$ cat src/cvc_pkg.sv
// Shared types, status codes and letter lookup functions for the cipher unit.
// No dependencies.
package cvc_pkg;

  localparam int unsigned ALPHA_SIZE = 33;

  // result status codes
  localparam logic [2:0] ST_LETTER     = 3'd0;
  localparam logic [2:0] ST_KEY_STORED = 3'd1;
  localparam logic [2:0] ST_SKIPPED    = 3'd2;
  localparam logic [2:0] ST_BAD_KEY    = 3'd3;
  localparam logic [2:0] ST_BAD_CIPHER = 3'd4;
  localparam logic [2:0] ST_NO_KEY     = 3'd5;
  localparam logic [2:0] ST_EMPTY_TEXT = 3'd6;

  localparam logic REQ_KEY  = 1'b0;
  localparam logic REQ_TEXT = 1'b1;

  localparam logic MODE_ENCRYPT = 1'b0;
  localparam logic MODE_DECRYPT = 1'b1;

  localparam logic [15:0] CP_YO_UP    = 16'h0401;
  localparam logic [15:0] CP_A_UP     = 16'h0410;
  localparam logic [15:0] CP_IE_UP    = 16'h0415;
  localparam logic [15:0] CP_ZHE_UP   = 16'h0416;
  localparam logic [15:0] CP_YA_UP    = 16'h042F;
  localparam logic [15:0] CP_A_LO     = 16'h0430;
  localparam logic [15:0] CP_YA_LO    = 16'h044F;
  localparam logic [15:0] CP_YO_LO    = 16'h0451;
  localparam logic [15:0] CASE_OFFSET = 16'h0020;
  localparam logic [5:0]  IDX_YO      = 6'd6;

  // one item on its way from the key control stage to the cipher stage
  typedef struct packed {
    logic [2:0] status;
    logic [5:0] text_idx;
    logic       decrypt;
    logic       last;
  } item_t;

  typedef struct packed {
    logic       valid;
    logic [5:0] idx;
  } lookup_t;

  function automatic lookup_t upper_index(input logic [15:0] cp);
    lookup_t r;
    r = '0;
    if (cp == CP_YO_UP) begin
      r = '{valid: 1'b1, idx: IDX_YO};
    end else if (cp >= CP_A_UP && cp <= CP_IE_UP) begin
      r = '{valid: 1'b1, idx: 6'(cp - CP_A_UP)};
    end else if (cp >= CP_ZHE_UP && cp <= CP_YA_UP) begin
      r = '{valid: 1'b1, idx: 6'(cp - CP_ZHE_UP) + IDX_YO + 6'd1};
    end
    return r;
  endfunction

  function automatic lookup_t any_index(input logic [15:0] cp);
    lookup_t r;
    if (cp == CP_YO_LO) begin
      r = '{valid: 1'b1, idx: IDX_YO};
    end else if (cp >= CP_A_LO && cp <= CP_YA_LO) begin
      r = upper_index(cp - CASE_OFFSET);
    end else begin
      r = upper_index(cp);
    end
    return r;
  endfunction

  function automatic logic [10:0] idx_to_cp(input logic [5:0] idx);
    logic [10:0] r;
    if (idx == IDX_YO) begin
      r = 11'(CP_YO_UP);
    end else if (idx < IDX_YO) begin
      r = 11'(CP_A_UP) + 11'(idx);
    end else begin
      r = 11'(CP_ZHE_UP) + 11'(idx) - 11'(IDX_YO) - 11'd1;
    end
    return r;
  endfunction

endpackage

$ cat src/cvc_ram.sv
// Generic single-write, single-read RAM with registered read data.
// No dependencies.
module cvc_ram #(
  parameter int unsigned WIDTH = 6,
  parameter int unsigned DEPTH = 64
) (
  input  logic                                       clk,
  input  logic                                       we,
  input  logic [(DEPTH > 1 ? $clog2(DEPTH) : 1)-1:0] waddr,
  input  logic [WIDTH-1:0]                           wdata,
  input  logic                                       re,
  input  logic [(DEPTH > 1 ? $clog2(DEPTH) : 1)-1:0] raddr,
  output logic [WIDTH-1:0]                           rdata
);

  logic [WIDTH-1:0] mem [DEPTH];

  always_ff @(posedge clk) begin
    if (we) begin
      mem[waddr] <= wdata;
    end
    if (re) begin
      rdata <= mem[raddr];
    end
  end

endmodule

$ cat src/cvc_key_ctrl.sv
// Front stage: decodes each item, keeps key length and message position, and
// drives the key store write and read ports. Depends on cvc_pkg.
module cvc_key_ctrl #(
  parameter int unsigned KEY_MAX = 64
) (
  input  logic                                           clk,
  input  logic                                           rst_n,
  input  logic                                           accept,
  input  logic                                           req_type,
  input  logic [15:0]                                    code_point,
  input  logic                                           first_of_run,
  input  logic                                           last_of_run,
  input  logic                                           cipher_mode,
  output logic                                           key_we,
  output logic [(KEY_MAX > 1 ? $clog2(KEY_MAX) : 1)-1:0] key_waddr,
  output logic [5:0]                                     key_wdata,
  output logic                                           key_re,
  output logic [(KEY_MAX > 1 ? $clog2(KEY_MAX) : 1)-1:0] key_raddr,
  output cvc_pkg::item_t                                 item
);
  import cvc_pkg::*;

  localparam int unsigned ADDR_W = KEY_MAX > 1 ? $clog2(KEY_MAX) : 1;
  localparam int unsigned LEN_W  = $clog2(KEY_MAX + 1);

  logic [LEN_W-1:0]  key_len_r, key_len_nxt;
  logic              key_inv_r, key_inv_nxt;
  logic [ADDR_W-1:0] key_pos_r, key_pos_nxt;
  logic              seen_r, seen_nxt;

  logic [LEN_W-1:0]  len0, pos_use, pos_inc;
  logic [ADDR_W-1:0] pos0;
  logic              inv0, seen0;
  lookup_t           key_lk, txt_lk;

  always_comb begin
    key_len_nxt = key_len_r;
    key_inv_nxt = key_inv_r;
    key_pos_nxt = key_pos_r;
    seen_nxt    = seen_r;
    key_we      = 1'b0;
    key_re      = 1'b0;
    item        = '0;
    item.decrypt = cipher_mode;

    len0    = first_of_run ? '0 : key_len_r;
    inv0    = first_of_run ? 1'b0 : key_inv_r;
    pos0    = first_of_run ? '0 : key_pos_r;
    seen0   = first_of_run ? 1'b0 : seen_r;
    key_lk  = any_index(code_point);
    txt_lk  = (cipher_mode == MODE_DECRYPT) ? upper_index(code_point) : key_lk;
    // wrap a position left past the end by a shortened key
    pos_use = (LEN_W'(pos0) >= key_len_r) ? '0 : LEN_W'(pos0);
    pos_inc = pos_use + LEN_W'(1);

    key_waddr   = len0[ADDR_W-1:0];
    key_wdata   = key_lk.idx;
    key_raddr   = pos_use[ADDR_W-1:0];
    item.text_idx = txt_lk.idx;

    if (req_type == REQ_KEY) begin
      key_len_nxt = len0;
      key_inv_nxt = inv0;
      if (inv0 || !key_lk.valid) begin
        key_inv_nxt = 1'b1;
        item.status = ST_BAD_KEY;
      end else begin
        item.status = ST_KEY_STORED;
        // drop letters past a full store
        if (len0 < LEN_W'(KEY_MAX)) begin
          key_we      = accept;
          key_len_nxt = len0 + LEN_W'(1);
        end
      end
    end else begin
      item.last   = last_of_run;
      key_pos_nxt = pos0;
      seen_nxt    = seen0;
      if (key_len_r == '0 || key_inv_r) begin
        item.status = ST_NO_KEY;
      end else if (!txt_lk.valid) begin
        if (cipher_mode == MODE_DECRYPT) begin
          item.status = ST_BAD_CIPHER;
        end else begin
          item.status = (last_of_run && !seen0) ? ST_EMPTY_TEXT : ST_SKIPPED;
        end
      end else begin
        item.status = ST_LETTER;
        key_re      = accept;
        key_pos_nxt = (pos_inc >= key_len_r) ? '0 : pos_inc[ADDR_W-1:0];
        seen_nxt    = 1'b1;
      end
      if (last_of_run) begin
        key_pos_nxt = '0;
        seen_nxt    = 1'b0;
      end
    end
  end

  always_ff @(posedge clk) begin
    if (!rst_n) begin
      key_len_r <= '0;
      key_inv_r <= 1'b0;
      key_pos_r <= '0;
      seen_r    <= 1'b0;
    end else if (accept) begin
      key_len_r <= key_len_nxt;
      key_inv_r <= key_inv_nxt;
      key_pos_r <= key_pos_nxt;
      seen_r    <= seen_nxt;
    end
  end

endmodule

$ cat src/cvc_cipher_stage.sv
// Back stages: hold each item while the key letter is read, apply the modulo-33
// shift and hold the result in the output register. Depends on cvc_pkg.
module cvc_cipher_stage (
  input  logic           clk,
  input  logic           rst_n,
  input  logic           accept,
  input  cvc_pkg::item_t item,
  input  logic [5:0]     key_letter,
  output logic           in_ready,
  output logic           out_valid,
  input  logic           out_ready,
  output logic [2:0]     out_status,
  output logic [5:0]     out_letter_index,
  output logic [10:0]    out_cp,
  output logic           out_last
);
  import cvc_pkg::*;

  logic        s1_valid_r;
  item_t       s1_item_r;
  logic        out_valid_r;
  logic [2:0]  status_r;
  logic [5:0]  idx_r;
  logic [10:0] cp_r;
  logic        last_r;
  logic        s1_go;
  logic [6:0]  sum, wrapped;
  logic [5:0]  idx_nxt;

  assign s1_go    = !out_valid_r || out_ready;
  assign in_ready = !s1_valid_r || s1_go;

  always_comb begin
    if (s1_item_r.decrypt == MODE_DECRYPT) begin
      sum = {1'b0, s1_item_r.text_idx} + 7'(ALPHA_SIZE) - {1'b0, key_letter};
    end else begin
      sum = {1'b0, s1_item_r.text_idx} + {1'b0, key_letter};
    end
    wrapped = (sum >= 7'(ALPHA_SIZE)) ? sum - 7'(ALPHA_SIZE) : sum;
    idx_nxt = (s1_item_r.status == ST_LETTER) ? wrapped[5:0] : '0;
  end

  always_ff @(posedge clk) begin
    if (!rst_n) begin
      s1_valid_r  <= 1'b0;
      out_valid_r <= 1'b0;
    end else begin
      if (in_ready) begin
        s1_valid_r <= accept;
      end
      if (s1_go) begin
        out_valid_r <= s1_valid_r;
      end
    end
  end

  always_ff @(posedge clk) begin
    if (accept) begin
      s1_item_r <= item;
    end
    if (s1_go && s1_valid_r) begin
      status_r <= s1_item_r.status;
      idx_r    <= idx_nxt;
      cp_r     <= (s1_item_r.status == ST_LETTER) ? idx_to_cp(idx_nxt) : '0;
      last_r   <= s1_item_r.last;
    end
  end

  assign out_valid        = out_valid_r;
  assign out_status       = status_r;
  assign out_letter_index = idx_r;
  assign out_cp           = cp_r;
  assign out_last         = last_r;

endmodule

$ cat src/cyrillic_vigenere_cipher_unit.sv
// Vigenere cipher over the 33-letter Russian alphabet, one code point per
// transfer. Takes one item every cycle unless the output stalls, and returns
// one result per item through an item register, set beside the key store's
// registered read, and the output register. Key position bookkeeping updates
// at transfer so consecutive letters need no interlock. Key items (tuser bit 0
// low) append a letter, tuser bit 1 restarts the key or the message; cfg_wdata
// selects encrypt (0) or decrypt (1) and must be written only while no item is
// in flight. Depends on cvc_pkg, cvc_ram, cvc_key_ctrl and cvc_cipher_stage.
module cyrillic_vigenere_cipher_unit #(
  parameter int unsigned KEY_MAX = 64
) (
  input  logic        clk,
  input  logic        rst_n,
  input  logic        cfg_we,
  input  logic        cfg_wdata,    // cipher_mode
  input  logic        in_tvalid,
  output logic        in_tready,
  input  logic [15:0] in_tdata,     // [15:0] code_point
  input  logic [1:0]  in_tuser,     // [0] req_type, [1] first_of_run
  input  logic        in_tlast,     // last_of_run
  output logic        out_tvalid,
  input  logic        out_tready,
  output logic [23:0] out_tdata,    // [2:0] status, [8:3] letter_index,
                                    // [19:9] out_code_point, [23:20] zero
  output logic        out_tlast     // end_of_message
);
  import cvc_pkg::*;

  localparam int unsigned ADDR_W = KEY_MAX > 1 ? $clog2(KEY_MAX) : 1;

  logic              mode_r;
  logic              accept;
  logic              key_we, key_re;
  logic [ADDR_W-1:0] key_waddr, key_raddr;
  logic [5:0]        key_wdata, key_rdata;
  item_t             item;
  logic [2:0]        status;
  logic [5:0]        letter_index;
  logic [10:0]       cp;

  assign accept = in_tvalid && in_tready;

  always_ff @(posedge clk) begin
    if (!rst_n) begin
      mode_r <= MODE_ENCRYPT;
    end else if (cfg_we) begin
      mode_r <= cfg_wdata;
    end
  end

  cvc_key_ctrl #(.KEY_MAX(KEY_MAX)) u_ctrl (
    .clk          (clk),
    .rst_n        (rst_n),
    .accept       (accept),
    .req_type     (in_tuser[0]),
    .code_point   (in_tdata),
    .first_of_run (in_tuser[1]),
    .last_of_run  (in_tlast),
    .cipher_mode  (mode_r),
    .key_we       (key_we),
    .key_waddr    (key_waddr),
    .key_wdata    (key_wdata),
    .key_re       (key_re),
    .key_raddr    (key_raddr),
    .item         (item)
  );

  cvc_ram #(.WIDTH(6), .DEPTH(KEY_MAX)) u_key_store (
    .clk   (clk),
    .we    (key_we),
    .waddr (key_waddr),
    .wdata (key_wdata),
    .re    (key_re),
    .raddr (key_raddr),
    .rdata (key_rdata)
  );

  cvc_cipher_stage u_cipher (
    .clk              (clk),
    .rst_n            (rst_n),
    .accept           (accept),
    .item             (item),
    .key_letter       (key_rdata),
    .in_ready         (in_tready),
    .out_valid        (out_tvalid),
    .out_ready        (out_tready),
    .out_status       (status),
    .out_letter_index (letter_index),
    .out_cp           (cp),
    .out_last         (out_tlast)
  );

  assign out_tdata = {4'd0, cp, letter_index, status};

endmodule

$ cat config.mk
export PLATFORM = sky130hd
export DESIGN_NAME = cyrillic_vigenere_cipher_unit
export DESIGN_NICKNAME = d
export VERILOG_FILES = /design/src/cvc_pkg.sv /design/src/cvc_ram.sv /design/src/cvc_key_ctrl.sv /design/src/cvc_cipher_stage.sv /design/src/cyrillic_vigenere_cipher_unit.sv
export SDC_FILE = /design/constraint.sdc
export NUM_CORES = 1
export LEC_CHECK = 0
export BUFFER_PORTS_ARGS = -buffer_cell sky130_fd_sc_hd__buf_2
export CAP_MARGIN = 20
export CORE_UTILIZATION = 28
export DETAILED_ROUTE_END_ITERATION = 16
export GPL_TIMING_DRIVEN = 0
export PLACE_DENSITY_LB_ADDON = 0.12
export SYNTH_ARGS = -nofsm -noshare
export SYNTH_HDL_FRONTEND = slang
export SYNTH_SLANG_ARGS = --single-unit
$ cat constraint.sdc
create_clock -name clk -period 7.6 [get_ports clk]
set_clock_uncertainty 0.1 [all_clocks]
set_input_delay 0.38 -clock clk [delete_from_list [all_inputs] [get_ports clk]]
set_output_delay 0.38 -clock clk [all_outputs]
set_load 0.02 [all_outputs]
# Word level (Yosys, flattened, before mapping)
# Memories as Yosys holds them, arrays and structs flattened. A register that Yosys moved wholly into a read port is not among the register bits.
# Index checks and enable logic that the tools add are counted.
# word_totals
register_bits,50
ram_bits,384
in_bits,25
memories,1
# mem_list
name,words,width,rd,rd_ports_with_merged_regs,write_ports,line,rtl
u_key_store.mem,64,6,1,1,1,cvc_ram.sv:16,logic [WIDTH-1:0] mem [DEPTH];
# op_classes
addsub,19
n_lt_le_gt_ge,15
n_eq_ne,4
mux,43
bitwise_logic,2
reduce_logical,21
# op_table
cell,n
$mux W7,13
$ge A16 B11 Y1 const B,5
$le A16 B11 Y1 const B,5
$eq A16 B11 Y1 const B,3
$mux W6,8
$sub A6 B5 Y6 const B,4
$add A11 B6 Y11 const A,2
$mux W11,2
$sub A16 B6 Y16 const B,1
$mux W3,5
$add A7 B1 Y7 const B,2
$mux W1,14
$add A6 B1 Y6 const B,2
$add A6 B3 Y6 const B,2
$sub A11 B1 Y11 const B,1
$sub A11 B3 Y11 const B,1
$logic_and A1 B1 Y1,8
$add A6 B6 Y7,1
$add A6 B6 Y7 const B,1
$ge A6 B7 Y1,1
$ge A7 B6 Y1 const B,1
$ge A7 B7 Y1,1
$logic_not A7 Y1,1
$lt A7 B7 Y1 const B,1
other kinds (11),19

# Depth between registers and ports, before layout
# Gate-level depths: netlist (run 1).
# depth
word_depth,15
ltp_mapped,24
mapped_depth_nobuf,20

# By module
# Synthesis (run 1) repeated with hierarchy kept, for this count alone.
# unflattened
cells_unflattened,1333
area_unflattened_um2,20309.5
# modules_own_cells
module,n_inst,cells_per_inst,area_each_um2
cvc_ram,1,720,15285.9
cvc_key_ctrl,1,379,2626.3
cvc_cipher_stage,1,225,2321.0
cyrillic_vigenere_cipher_unit,1,9,76.3

# Worst setup path after synthesis (run 1)
# Ideal clock, no wire load.
# synth_path
path_type,in2reg
startpoint,in in_tdata[5]
endpoint,"mem u_key_store.mem[0][2], data pin"
arrival_ns,4.632
t_required_ns,6.798
setup_slack_ns,2.166
stages,12
path_buffers,2
cell_sequence,buf_2 > inv_1 > ha_1 > clkbuf_1 > nor2b_1 > o21ai_0 > o221ai_1 > and4_1 > nor4_1 > a211o_1 > a21oi_1 > o21ai_0
# synth_between
elab_chain_len,8
word_cells_on_any_way,27
# synth_lines
item,line,rtl
"start, declared",cyrillic_vigenere_cipher_unit.sv:18,"input logic [15:0] in_tdata,"
$sub A16 B6 Y16,cvc_pkg.sv:64,r = upper_index(cp - CASE_OFFSET);
$ge A16 B11 Y1 / $le A16 B11 Y1 (equally long branches),cvc_pkg.sv:53,end else if (cp >= CP_ZHE_UP && cp <= CP_YA_UP) begin
$logic_and A1 B1 Y1,cvc_pkg.sv:53,
$mux W7,cvc_pkg.sv:53,
$mux W7,cvc_pkg.sv:51,end else if (cp >= CP_A_UP && cp <= CP_IE_UP) begin
$mux W7,cvc_pkg.sv:49,if (cp == CP_YO_UP) begin
$mux W7,cvc_pkg.sv:63,end else if (cp >= CP_A_LO && cp <= CP_YA_LO) begin
$mux W7 *,cvc_pkg.sv:61,if (cp == CP_YO_LO) begin
named net key_wdata[2],cyrillic_vigenere_cipher_unit.sv:35,"logic [5:0] key_wdata, key_rdata;"
"end, declared",cvc_ram.sv:16,
# The timed path passes the listed nets; every way through them passes the cells marked *.

# Worst setup path after layout (run 1)
# layout_path
startpoint,reg u_ctrl.key_pos_r[0]
endpoint,reg u_ctrl.key_pos_r[0]
# layout_between
elab_chain_len,9
# layout_lines
item,line,rtl
"start, declared",cvc_key_ctrl.sv:28,"logic [ADDR_W-1:0] key_pos_r, key_pos_nxt;"
"start signal, assigned",cvc_key_ctrl.sv:109,key_pos_r <= key_pos_nxt;
$mux W6 *,cvc_key_ctrl.sv:48,pos0 = first_of_run ? '0 : key_pos_r;
$ge A6 B7 Y1,cvc_key_ctrl.sv:53,pos_use = (LEN_W'(pos0) >= key_len_r) ? '0 : LEN_W'(pos0);
$mux W6,cvc_key_ctrl.sv:53,
$add A7 B1 Y7,cvc_key_ctrl.sv:54,pos_inc = pos_use + LEN_W'(1);
$ge A7 B7 Y1,cvc_key_ctrl.sv:90,key_pos_nxt = (pos_inc >= key_len_r) ? '0 : pos_inc[ADDR_W-1:0];
$mux W6,cvc_key_ctrl.sv:90,
$mux W6,cvc_key_ctrl.sv:81,end else if (!txt_lk.valid) begin
$mux W6 *,cvc_key_ctrl.sv:79,if (key_len_r == '0 || key_inv_r) begin
$mux W6 *,cvc_key_ctrl.sv:93,if (last_of_run) begin
# Mark *: on every way between the ends. The rest lies on a longest branch, timed or not.
# A chain may end at the register's enable or synchronous reset.

==> impl_metrics.json, run 1 <==
{
  "syn_avg_cell_area_um2": 11.6,
  "synth.distinct_cells": 90,
  "cp.arrival_ns": 7.81,
  "drive_gt1_share_pct": 9.43,
  "layout.nets": 1947,
  "grt_usage_pct": 17.2,
  "ir_worst_vdd_v": 0.000140,
  "die_w_um": 271,
  "hp-class": "in -> reg",
  "drt-wirelength-per-cell_um": 22.2,
  "max_slew_margin_pct": 28.4,
  "finalSetupTns_ns": 0,
  "fin_crit_sh_pct": 97.2,
  "gp_congestion": 0.947,
  "hpwl_mm": 45.9,
  "drt-met1-wl_mm": 29.9,
  "status": "finished, final reports clean",
  "dr.max_layer_used": "met4",
  "timing.hold.ws_ns": 0.0587,
  "hold_violations": 0,
  "die_h_um": 271,
  "antenna_left": 0,
  "path_class": "reg -> reg",
  "clkTransAtPathRegs_ns": 0.06,
  "core_area_um2": 71700,
  "start_kind": "register",
  "layout_setup_ws_ns": 0.214,
  "seq_area_frac_synth_pct": 63.6,
  "p_leak_nw": 7.50,
  "io-pin-count": 52,
  "end_kind": "register",
  "yosysWarnings": 0,
  "postSynthCellCount": 1753,
  "clockRootBuffer": "clkbuf_16",
  "async_flop_share_pct": 0,
  "drv_slew": 0,
  "port_buffers": 39,
  "antenna_found_initial": 0,
  "path_buf_inv": 6,
  "setup_viol": 0,
  "synth_area_um2": 20300,
  "wl_met2_mm": 28.8,
  "grt_max_degree": 65,
  "synth_top_cells_by_area": "edfxtp_1 (62%), nand2_1 (6.2%), ha_1 (3.1%), nand3_1 (3.1%), a31oi_1 (3.0%)",
  "ys.flop_type": "edfxtp_1",
  "yosys.area.top_type": "edfxtp_1",
  "crit_chain": "nor2b_1 -> inv_2 -> clkbuf_1 -> buf_1 -> ha_1 -> nand2b_1 -> a21o_1 -> a21o_1 -> a21o_1 -> a21o_1 -> clkbuf_1 -> nor2_1 -> clkbuf_1 -> clkbuf_1 -> ha_1 -> ha_1 -> a21o_1 -> a21o_1 -> a21oi_1 -> nor2b_1 -> o211ai_1 -> nand4b_1 -> nor3_2 -> a22o_1",
  "cts.path.max_buffers": 3,
  "cts_max_level": 2,
  "cts_setup_buffers": 0,
  "synth_top_area_share_pct": 61.9,
  "cts_tree": "built",
  "cts_buffers": 50,
  "routed_via_density": 5.05,
  "initial_core_util_pct": 28.3,
  "drv_cap": 0,
  "multi_input_area_um2": 6820,
  "critical_path.top_delay_family": "buffers and inverters",
  "drt-initial-drc-count": 1212,
  "fin_util_pct": 32.9,
  "fillers": 7225,
  "fmax_mhz": 135,
  "syn_to_final_growth_pct": 15.9,
  "rows": 98,
  "rsz0062_at_grt": "no",
  "drt_wl_total_mm": 63.3,
  "synth-seq-cells": 437,
  "ff_latch_area_um2": 12900,
  "grt_overflow": 0,
  "slowest_delay_ns": 0.64,
  "grt_pass1_vias": 14000,
  "cp_max_fo": 10,
  "grt_pass1_wl_mm": 94.5,
  "tightest_slew_ns": 1.06,
  "dp_slack_ns": -0.221,
  "power.density_nw_per_um2": 212,
  "cpMaxStageDelayCell": "clkbuf_1",
  "synth_edf_count": 419,
  "cts_sinks": 437,
  "diodes": 0,
  "num_vias": 14400,
  "clock_latency_ns": 0.59,
  "dieArea_um2": 73700,
  "drc": 0,
  "min_period_ns": 7.39,
  "cp.required_ns": 8.02,
  "path_common_cell": "a21o_1",
  "drt_pass1_iterations": 5,
  "dr_wl_met3_mm": 3.13
}
[metal layers]
metal	global-route usage (%)	vias to the layer above
li1	-	6764
met1	24.4	7122
met2	27.3	427
met3	2.28	81
met4	4.79	0
met5	0	-
[repair_timing]
| action | CTS | global route |
|---|---|---|
| gates resized for setup | 1 | 0 |
| hold buffers | 1 | 0 |
| hold endpoints to repair | 1 | 0 |
| setup endpoints to repair | 6 | 0 |
[power by group]
part | leakage [nW] | internal [mW] | total, mW | switching [mW]
clock | 0.720 | 1.29 | 2.24 | 0.944
sequential | 3.20 | 2.61 | 2.61 | 0.00347
combinational | 3.58 | 0.0529 | 0.146 | 0.0934
[per-stage QoR]
| step | total power [mW] | cell area (um^2) | std cells |
|---|---|---|---|
| after detailed placement | 2.81 | 22100 | 2766 |
| after CTS | 5.06 | 23600 | 2849 |
| final | 5.00 | 23600 | 2849 |
| after floorplan | 2.76 | 20400 | 1759 |
| after global routing | 5.16 | 23600 | 2849 |
| after global placement | 2.81 | 21700 | 2748 |
[worst reg2reg max path: stages, from the launching register on]
cell      delay (ns)
dfxtp_1         0.31
nor2b_1         0.17
inv_2           0.24
clkbuf_1        0.65
buf_1           0.53
ha_1            0.34
nand2b_1        0.14
a21o_1          0.18
a21o_1          0.17
a21o_1          0.21
a21o_1          0.16
clkbuf_1        0.24
nor2_1          0.48
clkbuf_1        0.51
clkbuf_1        0.54
ha_1            0.38
ha_1            0.30
a21o_1          0.15
a21o_1          0.18
a21oi_1         0.14
nor2b_1         0.06
o211ai_1        0.16
nand4b_1        0.19
nor3_2          0.60
a22o_1          0.23
[worst paths after layout]
path,startpoint,to,slack [ns],depth (start not counted)
worst min-delay path,cfg_wdata,mode_r$_SDFFE_PN0P_,0.06,3
worst max-delay path,u_ctrl.key_pos_r[0]$_SDFFE_PN0P_,u_ctrl.key_pos_r[0]$_SDFFE_PN0P_,0.21,24
worst min register to register,u_cipher.s1_item_r[0]$_SDFFCE_PN0P_,u_cipher.out_last$_DFFE_PP_,0.32,0
worst max register to register,u_ctrl.key_pos_r[0]$_SDFFE_PN0P_,u_ctrl.key_pos_r[0]$_SDFFE_PN0P_,0.21,24
[layout by cell type (no fill, tap or decap), drive strengths merged, types with 19 or more instances in the layout]
cell,synthesis,final
ha,51,51
nor3,40,40
inv,46,46
edfxtp,419,419
nand3,125,125
o21ai,81,81
nand2,334,334
a31oi,100,100
nor2,88,88
a21oi,30,30
o22ai,28,28
clkbuf,93,153
buf,24,81
clkinv,0,19
o22a,48,48
[sequential cells by signal, indices dropped and copies added (netlist names)]
register,count
u_ctrl.key_pos_r,6
mode_r,1
u_ctrl.key_len_r,7
u_cipher.out_cp,8
u_cipher.out_valid,1
u_ctrl.seen_r,1
u_key_store.rdata,6
u_ctrl.key_inv_r,1
u_cipher.s1_valid_r,1
u_cipher.out_status,3
u_cipher.out_last,1
u_cipher.s1_item_r,11
u_key_store.mem,384
u_cipher.out_letter_index,6
[cell usage after synthesis, drive strengths merged (10+ instances only)]
cell type	count
a21o	12
a21oi	30
a31oi	100
buf	24
clkbuf	93
dfxtp	18
edfxtp	419
ha	51
inv	46
nand2	334
nand2b	14
nand3	125
nand4	10
nor2	88
nor2b	11
nor3	40
nor4	11
o21ai	81
o22a	48
o22ai	28
xnor2	14
[kinds of logic after synthesis]
| family | Yosys count | synth area share [%] |
|---|---|---|
| and+or+nand+nor | 693 | 15.4 |
| DFF | 437 | 63.6 |
| buffers and inverters | 163 | 3.29 |
| other | 1 | 0.0184 |
| xor gates and xnor gates | 20 | 0.935 |
| AOI/OAI and AO/OA | 375 | 12.7 |
| adders and majority gates | 53 | 3.33 |
| muxes | 11 | 0.640 |
[cell type report]
class | count | share of cell area [%]
Multi-Input combinational cell | 1159 | 28.9
Tap cell | 950 | 5.04
Clock buffer | 60 | 5.47
Inverter | 46 | 0.743
Timing Repair Buffer | 58 | 2.03
Buffer | 117 | 2.09
Sequential cell | 437 | 54.9
Clock inverter | 22 | 0.786
(Power assumes the default switching activity.)
==> inputs of run 2 (changes only) <==
ABC_AREA = 1   (was default)
PLACE_DENSITY = 0.4   (was default)
PLACE_DENSITY_LB_ADDON = default   (was 0.12)
==> run 2 against run 1 <==
Worst setup slack improved by 1.7 ns. First-iteration DRC count rose by 1.8%. Hold slack got worse by 0.026 ns. Final cell count rose by 4.5%. Sequential power barely moved. Sequential cell count did not move. Global-route usage rose by 0.30 points. Sequential share of layout area fell by 1.3 points. Via count rose by 2.4%. Area after synthesis rose by 2.1%. Register-to-register slack improved by 1.8 ns. Highest routed layer unchanged.
==> impl_metrics.json, run 2 <==
{
  "tightest_slew_ns": 0.988,
  "max_slew_margin_pct": 34.0,
  "grt_max_degree": 57,
  "internal-power_mw": 3.99,
  "drive_gt1_share_pct": 15.1,
  "timing.hold.ws_ns": 0.0331,
  "fin_cells": 2978,
  "combPwrFrac_pct": 3.6,
  "start_kind": "input port",
  "core_area_um2": 73200,
  "setup_viol": 0,
  "r2r_slack_ns": 2.03,
  "endpoint": "u_ctrl.key_pos_r[0]$_SDFFE_PN0P_",
  "ctsResizeCount": 0,
  "yosysWarnings": 0,
  "dp_slack_ns": 1.37,
  "path_class": "in -> reg",
  "cts_tree": "built",
  "routed_via_density": 4.95,
  "rows": 99,
  "synth_top_family_by_area": "simple AND/OR/NAND/NOR gates",
  "min_period_ns": 5.67,
  "synth_compound_area_share_pct": 12.1,
  "rr_startpoint": "u_ctrl.key_len_r[3]$_SDFFE_PN0P_",
  "clock_latency_ns": 0.62,
  "gp_congestion": 0.883,
  "layout_setup_ws_ns": 1.93,
  "startpoint": "in_tuser[1]",
  "syn_to_final_growth_pct": 16.4,
  "power.density_nw_per_um2": 212,
  "grt_overflow": 0,
  "yosys.area.top_type": "edfxtp_1",
  "cts.path.max_buffers": 3,
  "power_switching_mw": 1.13,
  "status": "finished, final reports clean",
  "largest-register": "u_key_store.mem",
  "synth.distinct_cells": 49,
  "hpwl_mm": 47.2,
  "io-pin-count": 52,
  "placed_cells": 2883,
  "synth_xor_area_share_pct": 0.705,
  "hold_violations": 0,
  "layout_commonest_cell": "edfxtp_1",
  "diodes": 0,
  "synth_mux_area_share_pct": 0,
  "synth_top_cells_by_area": "edfxtp_1 (61%), o211ai_1 (7.2%), nor2_1 (4.1%), nand3_1 (3.6%), nand2_1 (3.3%)",
  "end_kind": "register",
  "postSynthCellCount": 1864,
  "drt-wirelength-per-cell_um": 22.1,
  "drv_slew": 0,
  "synth-seq-cells": 437,
  "fin_crit_sh_pct": 74.7,
  "drv_cap": 0,
  "hold_buffers": 6,
  "port_buffers": 42,
  "num_vias": 14700,
  "cp.arrival_ns": 6.08,
  "largest_register_ffs": 384,
  "ir_worst_vdd_v": 0.000173,
  "antenna_found_initial": 0,
  "dieArea_um2": 75200,
  "synth_top_area_share_pct": 60.6,
  "async_flop_share_pct": 0,
  "cts_buffers": 50,
  "p_seq_share_pct": 51.5,
  "reg2reg_to": "u_ctrl.key_pos_r[0]$_SDFFE_PN0P_",
  "ys.flop_type": "edfxtp_1",
  "clockRootBuffer": "clkbuf_16",
  "cts_sinks": 437,
  "layout.nets": 2060,
  "drt-initial-drc-count": 1234,
  "yosysMostFrequentCell": "edfxtp_1",
  "die_w_um": 274,
  "hold_depth": 3,
  "seq_area_frac_synth_pct": 62.4,
  "fmax_mhz": 176,
  "hold_start": "in_tuser[0]",
  "grt_pass1_wl_mm": 95.9,
  "p_clk_share_pct": 44.9,
  "drt_wl_total_mm": 65.7,
  "fillers": 7334,
  "synth_edf_count": 419,
  "grt_usage_pct": 17.5,
  "initial_core_util_pct": 28.3,
  "clkTransAtPathRegs_ns": 0.06,
  "cts_setup_buffers": 0,
  "hp-class": "in -> reg",
  "rsz0062_at_grt": "no",
  "final_cell_mix": "edfxtp_1 (419), nor2_1 (227), o211ai_1 (200), nand2_1 (183), nand3_1 (149)",
  "drc": 0,
  "synth_area_um2": 20800,
  "antenna_left": 0,
  "grt_pass1_vias": 14400,
  "cp_max_fo": 11,
  "p_leak_nw": 8.32,
  "yosys.area_share.adder_pct": 3.27,
  "synth_commonest_cells": "edfxtp_1 (419), nor2_1 (227), o211ai_1 (200)",
  "cts_max_level": 2,
  "r2r.worst_path.cells": 21,
  "die_h_um": 274,
  "syn_avg_cell_area_um2": 11.1,
  "drt_pass1_iterations": 5,
  "yosys.area_share.simple_pct": 17.5,
  "cp.required_ns": 8.00,
  "swShare_pct": 22.1,
  "total_power_mw": 5.11
}
-- run 2: changes by cell type after synthesis, sizes merged, moves of 14 or more --
| cell | delta |
|---|---|
| o22a | -48 |
| nor3 | -26 |
| nand4 | +15 |
| nand2 | -127 |
| or2 | +89 |
| a31oi | -99 |
| clkbuf | -23 |
| inv | +73 |
| nand2b | -14 |
| o211ai | +194 |
| nand3 | +30 |
| o22ai | -26 |
| nor2 | +154 |
| o21ai | +61 |
-- run 2: kinds of logic (layout without fill, tap and decap cells) --
family,count (synthesis),in the layout
buffers and inverters,215,364
adder cells (fa/ha/maj),53,53
XOR/XNOR,15,15
flip-flops,437,437
AO/OA/AOI/OAI,394,394
other,1,7
AND/OR/NAND/NOR,749,749
-- run 2: area by class of cell --
cell class	instances	area, um^2	share of cell area, %
flip-flops and latches	437	12900	53.6
multi-input cells	1218	7050	29.2
plain buffers	93	392	1.62
well taps	959	1200	4.97
inverters	122	458	1.90
clock buffers	64	1330	5.49
clock inverters	25	216	0.896
repair buffers	60	566	2.34
-- run 2: layer usage --
layer	part of all wire [%]	vias to the layer above	routed length [um]	track usage (%)
li1	-	6988	-	-
met1	47	7288	30600	24.3
met2	46	373	30000	27.6
met3	5.2	93	3420	3.26
met4	2.6	0	1680	5.07
met5	0	-	0	0
-- run 2: how the worst min path moves through the flow --
stage	endpoint	slack, ns
after floorplan	u_cipher.out_last$_DFFE_PP_	0.30
after global placement	u_cipher.out_last$_DFFE_PP_	0.31
after detailed placement	u_cipher.out_last$_DFFE_PP_	0.31
after CTS	u_cipher.s1_item_r[0]$_SDFFCE_PN0P_	0.002
after global routing	u_cipher.s1_item_r[8]$_SDFFCE_PN1P_	0.03
final	u_cipher.s1_item_r[0]$_SDFFCE_PN0P_	0.03
-- run 2: worst max-delay path, cell delays in order --
cell,delay [ns]
clkbuf_1,0.37
inv_1,0.11
buf_2,0.22
nand2_1,0.14
inv_1,0.06
ha_1,0.31
a21o_1,0.17
a22oi_1,0.15
nand3_1,0.23
nor2_2,0.51
buf_2,0.48
clkbuf_1,0.36
buf_2,0.37
ha_1,0.27
nand4_1,0.13
nand2_1,0.11
inv_1,0.06
ha_1,0.32
a21oi_1,0.15
o21ai_0,0.09
a211oi_1,0.55
nand2_1,0.14
nand3_1,0.14
nand3_1,0.08
a21oi_1,0.15
-- run 2: metrics by stage --
| stage | cell area, um^2 | setup TNS, ns | util (%) |
|---|---|---|---|
| after floorplan | 20800 | 0 | - |
| after global placement | 22200 | -464.85 | 30.3 |
| after detailed placement | 22600 | 0 | 30.8 |
| after CTS | 24200 | 0 | 33.0 |
| after global routing | 24200 | 0 | 33.0 |
| final | 24200 | 0 | 33.0 |
-- run 2: power by group through the flow --
| stage | sequential, mW | combinational (mW) | clock (mW) |
|---|---|---|---|
| detailed placement | 2.68 | 0.182 | 0 |
| global route | 2.63 | 0.206 | 2.45 |
| finish | 2.63 | 0.184 | 2.30 |
| CTS | 2.63 | 0.186 | 2.35 |
| floorplan | 2.69 | 0.111 | 0 |
| global placement | 2.69 | 0.172 | 0 |
